[src/rtl/xtea_pkg.sv]
`timescale 1ns / 1ps
`default_nettype none

package xtea_pkg;

    localparam int unsigned XTEA_ROUNDS   = 32;
    localparam int unsigned NUM_KEY_WORDS = 4;
    localparam int unsigned KEY_SEL_W     = 2;
    localparam int unsigned WORD_W        = 32;
    localparam int unsigned CFG_ADDR_W    = 3;
    localparam logic [WORD_W-1:0] XTEA_DELTA = 32'h9E37_79B9;

    typedef enum logic {
        OP_ENCRYPT = 1'b0,
        OP_DECRYPT = 1'b1
    } xtea_op_t;

    typedef logic [NUM_KEY_WORDS-1:0][WORD_W-1:0] key_set_t;

    typedef struct packed {
        xtea_op_t          op;
        logic [WORD_W-1:0] word_a;
        logic [WORD_W-1:0] word_b;
        logic              fin;
    } xtea_item_t;

    // Running sum seen by half-round STAGE; even stages come first in a round pair.
    function automatic logic [WORD_W-1:0] stage_sum(input int unsigned stage,
                                                    input logic dec,
                                                    input int unsigned rounds);
        int unsigned       pair;
        int unsigned       odd;
        logic [WORD_W-1:0] n;
        pair = stage >> 1;
        odd  = stage & 1;
        if (!dec) begin
            n = WORD_W'(pair + odd);
        end else begin
            n = WORD_W'(rounds - pair - odd);
        end
        return n * XTEA_DELTA;
    endfunction

endpackage

`default_nettype wire

[src/rtl/xtea_stage.sv]
`timescale 1ns / 1ps
`default_nettype none

module xtea_stage #(
    parameter int unsigned ROUNDS = xtea_pkg::XTEA_ROUNDS,
    parameter int unsigned STAGE  = 0
) (
    input  wire                  aclk,
    input  wire                  aresetn,
    input  wire                  en,
    input  wire                  in_valid,
    input  xtea_pkg::xtea_item_t in_item,
    input  xtea_pkg::key_set_t   keys,
    output logic                 out_valid,
    output xtea_pkg::xtea_item_t out_item
);
    import xtea_pkg::*;

    localparam logic [WORD_W-1:0] SUM_ENC = stage_sum(STAGE, 1'b0, ROUNDS);
    localparam logic [WORD_W-1:0] SUM_DEC = stage_sum(STAGE, 1'b1, ROUNDS);
    localparam logic              EVEN    = 1'((STAGE % 2) == 0);

    logic                 valid_reg;
    xtea_item_t           item_reg;
    xtea_item_t           item_next;
    logic                 dec;
    logic                 update_a;
    logic [WORD_W-1:0]    sum;
    logic [KEY_SEL_W-1:0] ksel;
    logic [WORD_W-1:0]    src;
    logic [WORD_W-1:0]    dst;
    logic [WORD_W-1:0]    mixv;
    logic [WORD_W-1:0]    tweak;
    logic [WORD_W-1:0]    res;

    // Encrypt: even stage updates word a, odd updates b; decrypt is the mirror.
    always_comb begin
        dec      = (in_item.op == OP_DECRYPT);
        update_a = EVEN ? !dec : dec;
        sum      = dec ? SUM_DEC : SUM_ENC;
        ksel     = update_a ? sum[1:0] : sum[12:11];
        src      = update_a ? in_item.word_b : in_item.word_a;
        dst      = update_a ? in_item.word_a : in_item.word_b;
        mixv     = ((src << 4) ^ (src >> 5)) + src;
        tweak    = mixv ^ (sum + keys[ksel]);
        res      = dec ? (dst - tweak) : (dst + tweak);
        item_next = in_item;
        if (update_a) begin
            item_next.word_a = res;
        end else begin
            item_next.word_b = res;
        end
    end

    always_ff @(posedge aclk) begin
        if (!aresetn) begin
            valid_reg <= 1'b0;
        end else if (en) begin
            valid_reg <= in_valid;
        end
    end

    always_ff @(posedge aclk) begin
        if (en) begin
            item_reg <= item_next;
        end
    end

    assign out_valid = valid_reg;
    assign out_item  = item_reg;

endmodule

`default_nettype wire

[config.mk]
export PLATFORM = sky130hd
export DESIGN_NAME = xtea_stage
export DESIGN_NICKNAME = d
export VERILOG_FILES = /design/src/rtl/xtea_pkg.sv /design/src/rtl/xtea_stage.sv
export SDC_FILE = /design/constraint.sdc
export NUM_CORES = 1
export LEC_CHECK = 0
export BUFFER_PORTS_ARGS = -buffer_cell sky130_fd_sc_hd__buf_2
export CAP_MARGIN = 5
export CORE_ASPECT_RATIO = 1.25
export CORE_MARGIN = 10
export CORE_UTILIZATION = 50
export DETAILED_ROUTE_END_ITERATION = 8
export PLACE_DENSITY = 0.77
export SYNTH_ARGS = -nofsm -noshare
export SYNTH_HDL_FRONTEND = slang
export SYNTH_SLANG_ARGS = --single-unit
[constraint.sdc]
create_clock -name aclk -period 10.17 [get_ports aclk]
set_clock_uncertainty 0.15 [all_clocks]
set_input_delay 1.5255 -clock aclk [delete_from_list [all_inputs] [get_ports aclk]]
set_output_delay 1.5255 -clock aclk [all_outputs]
set_load 0.03 [all_outputs]
==> results of run 1 <==
[power by group through the flow]
stage                     registers (W)  logic [W]  clock network, W
after floorplan                0.000697    0.00124                 0
after global placement         0.000478    0.00183                 0
after detailed placement       0.000485    0.00187                 0
after CTS                      0.000481    0.00188          0.000302
after global routing           0.000488    0.00208          0.000314
final                          0.000478    0.00189          0.000299
[cell type report]
type                    instances  area, sq um  area share
inverters                      35        131.4     0.01239
multi-input cells             906         6823      0.6436
repair buffers                208         1067      0.1007
clock buffers                  11        232.7     0.02195
flip-flops and latches         67         2002      0.1889
diodes                          2        5.005   0.0004721
clock inverters                 5        53.80    0.005076
well taps                     228        285.3     0.02691
[critical path: cells and delay by family]
family / cells / cell delay, ps
adder cells (fa/ha/maj): 3 / 1040
AND/OR/NAND/NOR: 9 / 1760
AO/OA/AOI/OAI: 10 / 2050
XOR/XNOR: 4 / 960
buffers and inverters: 3 / 900
[cell families after synthesis]
logic type	after synthesis
and+or+nand+nor	298
AOI/OAI and AO/OA	294
xor gates and xnor gates	163
adders and majority gates	84
buffers and inverters	69
muxes	67
DFF	67
[metal layers]
metal | vias up | GRT usage | wire (microns)
met2 | 270 | 0.3233 | 11490
met5 | - | 0 | 0
met1 | 3827 | 0.2588 | 11130
met3 | 24 | 0.02579 | 1369
met4 | 0 | 0.05171 | 372
li1 | 4202 | - | -
[stage by stage]
stage	utilization	total power, W	instances
after global routing	0.5876	0.002877	1460
final	0.5879	0.002666	1462
after detailed placement	0.5718	0.002351	1444
after floorplan	-	0.001938	1042
after CTS	0.5876	0.002658	1460
after global placement	0.5718	0.002308	1444
[flip-flops by register name (all words and copies together) (netlist names)]
signal / flops
out_valid: 1
out_item: 66
[worst paths after layout]
check / from / endpoint / slack (ps) / depth (start not counted)
worst min register to register: out_valid / out_valid / 390 / 2
worst min-delay path: out_valid / out_valid / 390 / 2
worst max register to register: out_valid / out_valid / 9410 / 2
worst max-delay path: in_item[65] / out_item[64] / 1850 / 29
[cells in the mapped netlist (8+ instances only)]
cell type | number | area, sq um
o21bai_1 | 21 | 157.7
ha_1 | 81 | 1013
o21ai_0 | 67 | 335.3
nor2_1 | 72 | 270.3
xnor2_1 | 98 | 858.3
nand3_1 | 19 | 95.09
a31oi_1 | 13 | 81.33
mux2i_1 | 15 | 150.1
o211ai_1 | 8 | 60.06
edfxtp_1 | 66 | 1982
a21oi_1 | 79 | 395.4
buf_1 | 11 | 41.29
a21o_1 | 33 | 247.7
nand4_1 | 10 | 62.56
xor2_1 | 57 | 499.2
nor3_1 | 16 | 80.08
nor2b_1 | 29 | 181.4
clkbuf_1 | 20 | 75.07
mux2_2 | 50 | 563.0
inv_1 | 34 | 127.6
nand2_1 | 92 | 345.3
nand2b_1 | 12 | 75.07
==> impl_metrics.csv, run 1 <==
group,metric,value,unit
critical_path,cp_max_fo,74,
cells_and_area,final_nets,1508,
yosys,synth_flop_cell,"edfxtp_1",
sta,setup_ws,1848,ps
cts,worstSkewPairLatency,320,ps
sta,relSlewSlack,0.4406,
place,postPlaceCellArea,10310,sq um
die,dieArea,24030,sq um
cts,clkTransAtPathRegs,50,ps
yosys,synthAdderAreaFrac,0.1169,
yosys,syn_avg_cell_area,8.733,sq um
sta,setup_viol,0,
sta,finalHoldViolCount,0,
detailed_routing,postRouteAntennaNets,0,
power,cell_internal_pwr,0.001371,W
yosys,ys_types,91,
cts,cts_inserted_buffers,9,
cells_and_area,drive_gt1_frac,0.2549,
die,core,18030,sq um
global_route,grt_max_degree,75,
detailed_routing,drt_first_iter_violations,550,
sta,fmax,0.1202,GHz
power,power_frac_seq,0.179,
yosys,ys_warn_count,0,
cells_and_area,fill_cells,1640,
detailed_routing,vias_per_cell,5.693,
power,ir_drop,0.1105,mV
yosys,synth_mux_area_frac,0.08236,
critical_path,endpoint_kind,"flop",
die,die_h,170.8,microns
yosys,async_flop_share,0,
place,place.gp.congestion,0.9071,
sta,slew_viol_final,0,
die,ios,265,
cts,cts_htree_levels,3,
cells_and_area,final_cell_mix,"buf_2 (199), xnor2_1 (98), nand2_1 (92), ha_1 (81), a21oi_1 (79)",
sta,timing.setup.tns,0,ps
yosys,synth_top_family_by_area,"compound AO/OA/AOI/OAI gates",
critical_path,critical-path-max-stage-delay,450,ps
cts,cts_root_buf,"clkbuf_16",
detailed_routing,finalWirelength,24360,microns
cts,cts_sinks,67,
flow_run,maxCapViolCount,0,
die,fp-row-count,55,
detailed_routing,first_pass_iters,5,
detailed_routing,vias,8323,
cells_and_area,area_delta_synth_final,16.49,%
yosys,ys_seq_area_frac,0.2200,
die,fp.dieW,140.7,microns
critical_path,cp_slowest_cell,"buf_6",
detailed_routing,wl_per_cell,16.66,microns
yosys,synth_compound_area_frac,0.2142,
worst_hold_path,holdCritPathClass,"reg -> reg",
cells_and_area,fin_area,10600,sq um
place,dp_hpwl,20510,microns
critical_path,path_class,"in -> reg",
cts,clock_path_buffers,2,
sta,fin_crit_sh,0.8182,
power,power_frac_clock,0.112,
sta,timing.hold.ws,389.9,ps
cts,tritoncts,"yes",
sta,min_period,8322,ps
yosys,synth_fp_nets,1323,
sta,worstMarginPinSlew,839.1,ps
die,start_util,0.5047,
sta,rsz0062_at_grt,"false",
cts,cts_resized,0,
yosys,synth-xor-area-share,0.1676,
global_route,antenna_found_initial,0,
power,pwr-share-comb,0.709,
outcome,run_status,"complete, no violations",
detailed_routing,drc,0,
critical_path,cpMostUsedCell,"nand2_1",
cts,hold_buffers,0,
place,numPortBuffers,200,
yosys,syn-cell-area,9100,sq um
yosys,synth_edf_count,66,
power,p_sw,0.001295,W
critical_path,startpoint_type,"primary input",
yosys,synth_simple_gate_area_share,0.1687,
cts,cts_setup_buffers,0,
yosys,ys_ff_latch,67,
yosys,synth_cells,1042,
critical_path,cp.required,10100,ps
power,p_sw_frac,0.4857,
cells_and_area,final_common_cell,"buf_2",
power,leakage,4.719,nW
global_route,overflow,0,
global_route,grt_pass1_wl,39270,microns
global_route,track_usage,0.1945,
global_route,grt_pass1_vias,8086,
place,dp_slack,1606,ps
power,p_per_area,251.5,nW/um^2
critical_path,worstPathArrival,8250,ps
Note: power is estimated with default switching activity, not from simulation.
==> inputs of run 2 (changes only) <==
--- a/config.mk
+++ b/config.mk
@@ -5,13 +5,14 @@
 export SDC_FILE = /design/constraint.sdc
 export NUM_CORES = 1
 export LEC_CHECK = 0
+export ABC_AREA = 1
 export BUFFER_PORTS_ARGS = -buffer_cell sky130_fd_sc_hd__buf_2
 export CAP_MARGIN = 5
 export CORE_ASPECT_RATIO = 1.25
 export CORE_MARGIN = 10
 export CORE_UTILIZATION = 50
 export DETAILED_ROUTE_END_ITERATION = 8
-export PLACE_DENSITY = 0.77
+export PLACE_DENSITY = 0.79
 export SYNTH_ARGS = -nofsm -noshare
 export SYNTH_HDL_FRONTEND = slang
 export SYNTH_SLANG_ARGS = --single-unit
==> constraint.sdc (replaced) <==
create_clock -name aclk -period 7.5 [get_ports aclk]
set_clock_uncertainty 0.15 [all_clocks]
set_input_delay 1.125 -clock aclk [delete_from_list [all_inputs] [get_ports aclk]]
set_output_delay 1.125 -clock aclk [all_outputs]
set_load 0.03 [all_outputs]
==> run 2 against run 1 <==
  * Combinational power up 20%
  * Largest cell class unchanged
  * Die area up 8.4%
  * Area after synthesis is 9.7% higher
  * Worst hold slack improved by 1.8 ps
  * Critical path type unchanged
==> impl_metrics.csv, run 2 <==
group,metric,value,unit
sta,setup_viol,0,
cells_and_area,final_cells,2075,
die,fp-row-count,57,
detailed_routing,drc,0,
outcome,run_status,"complete, no violations",
yosys,syn_avg_cell_area,6.179,sq um
detailed_routing,drt_first_iter_violations,790,
detailed_routing,vias,10939,
cts,clock_path_buffers,2,
flow_run,maxCapViolCount,0,
yosys,yosys.area.top_type,"nand2_1",
sta,relSlewSlack,0.4402,
place,numPortBuffers,200,
yosys,synth_top_family_by_area,"simple AND/OR/NAND/NOR gates",
die,die_h,178.0,microns
critical_path,startpoint_type,"primary input",
sta,slew_viol_final,0,
global_route,grt_use_met1,0.2823,
yosys,yosys.area.top_type_share,0.2323,
cts,cts_inserted_buffers,9,
cells_and_area,largest_reg_flops,66,
sta,setup_ws,609.7,ps
yosys,synth_cells,1616,
sta,fmax,0.1451,GHz
cts,hold_buffers,0,
die,start_util,0.5109,
detailed_routing,first_pass_iters,5,
sta,timing.setup.tns,0,ps
yosys,syn-cell-area,9985,sq um
yosys,async_flop_share,0,
global_route,track_usage,0.2382,
yosys,synthTopCellsByArea,"nand2_1 (23%), edfxtp_1 (20%), ha_1 (10%)",
global_route,use_met2,0.4326,
cts,cts_sinks,67,
worst_hold_path,holdPathStages,2,
place,placed_cells,2059,
cells_and_area,diodes,0,
yosys,ys_types,49,
cells_and_area,final_nets,2086,
critical_path,endpoint_kind,"flop",
cts,cts_htree_levels,3,
yosys,synth_mux_area_frac,0.001003,
critical_path,worstPathArrival,6830,ps
global_route,grt_pass1_vias,10493,
yosys,synthAdderAreaFrac,0.1055,
detailed_routing,vias_per_cell,5.272,
global_route,grt_busiest_layer,"met2",
die,ios,265,
cts,worstSkewPairLatency,330,ps
critical_path,cp_slowest_cell,"a221oi_1",
place,place.gp.congestion,0.9665,
power,leakage,6.260,nW
sta,worstMarginPinSlew,839.7,ps
sta,timing.hold.ws,391.7,ps
cells_and_area,fill_cells,1963,
cells_and_area,drive_gt1_frac,0.1519,
power,p_per_area,287.5,nW/um^2
yosys,synth-xor-area-share,0.09975,
detailed_routing,finalWirelength,32010,microns
yosys,yosysMostFrequentCell,"nand2_1",
cts,tritoncts,"yes",
yosys,ys_warn_count,0,
global_route,grtUsageMet3,0.03245,
die,fp.dieW,146.4,microns
critical_path,cp_max_fo,34,
global_route,overflow,0,
cells_and_area,area_delta_synth_final,16.39,%
cts,cts_root_buf,"clkbuf_16",
critical_path,r2r_cells,2,
sta,rsz0062_at_grt,"false",
place,dp_hpwl,27490,microns
yosys,synth_edf_count,66,
die,dieArea,26060,sq um
detailed_routing,wl_per_cell,15.43,microns
cells_and_area,final_cell_mix,"nand2_1 (618), buf_2 (199), inv_1 (168), o21ai_0 (110)",
sta,fin_crit_sh,0.9187,
yosys,ys_seq_area_frac,0.2005,
yosys,ys_top_cells_by_count,"nand2_1 (618), inv_1 (168), o21ai_0 (110)",
yosys,synth_flop_cell,"edfxtp_1",
yosys,synth_simple_gate_area_share,0.3832,
global_route,antenna_found_initial,0,
sta,finalHoldViolCount,0,
yosys,ys_ff_latch,67,
critical_path,critical-path-max-stage-delay,440,ps
die,core,19540,sq um
yosys,synth_fp_nets,1897,
global_route,grt_max_degree,86,
yosys,synth_compound_area_frac,0.1272,
cts,clkTransAtPathRegs,60,ps
place,dp_slack,396.0,ps
critical_path,path_class,"in -> reg",
detailed_routing,postRouteAntennaNets,0,
sta,min_period,6890,ps
worst_hold_path,holdCritPathClass,"reg -> reg",
global_route,grt_pass1_wl,51140,microns
power,ir_drop,0.1859,mV
cells_and_area,final_common_cell,"nand2_1",
critical_path,cp.required,7440,ps
==> run 2: cells by family (layout without fill, tap and decap cells) <==
kind of cell,Yosys count,count (layout)
flip-flops,67,67
AO/OA/AOI/OAI,236,236
XOR/XNOR,112,112
AND/OR/NAND/NOR,907,907
multiplexers,1,1
adder cells (fa/ha/maj),83,83
buffers and inverters,210,404
==> run 2: worst paths after layout <==
check,to,startpoint,slack [ps]
setup / recovery,out_item[64],in_item[65],610
hold / removal,out_valid,out_valid,390
setup reg to reg,out_valid,out_valid,6690
hold reg to reg,out_valid,out_valid,390
==> run 2: cell type report <==
class | instances | area, sq um | area share
clock buffer | 9 | 225.2 | 0.01938
multi-input combinational | 1339 | 7159 | 0.6161
timing repair buffer | 212 | 1119 | 0.09625
inverter | 176 | 663.1 | 0.05706
tap | 265 | 331.6 | 0.02853
sequential | 67 | 2002 | 0.1723
clock inverter | 7 | 121.4 | 0.01044
==> run 2: what timing repair did <==
item / in CTS / in global routing
setup buffers: 0 / 0
endpoints found under the setup margin: 0 / 2
resized for setup: 0 / 1
==> run 2: critical path, delay by kind of cell <==
family,cells,cell delay [ps]
AND/OR/NAND/NOR,13,1650
XOR/XNOR,3,620
buffers and inverters,7,1140
adder cells (fa/ha/maj),2,630
AO/OA/AOI/OAI,8,1630
==> run 2: metrics by stage <==
step	utilization	area (sq um)	power (W)
2_1_floorplan	-	9985	0.002286
3_3_place_gp	0.5768	11270	0.002804
3_5_place_dp	0.5768	11270	0.002840
4_1_cts	0.5945	11620	0.003336
5_1_grt	0.5947	11620	0.003644
6_report	0.5947	11620	0.003341
==> run 2: power breakdown <==
part / leakage (nW) / switching (W) / total (W) / internal (W)
logic: 5.44 / 0.00150 / 0.00226 / 0.000757
clock network: 0.170 / 0.000158 / 0.000485 / 0.000327
registers: 0.652 / 0.0000247 / 0.000600 / 0.000576
total: 6.26 / 0.00168 / 0.00334 / 0.00166
==> run 2: routing by layer <==
layer	up-vias	part of all wire
met3	57	0.055
met1	4847	0.42
li1	5676	-
met5	-	0
met4	0	0.026
met2	359	0.50
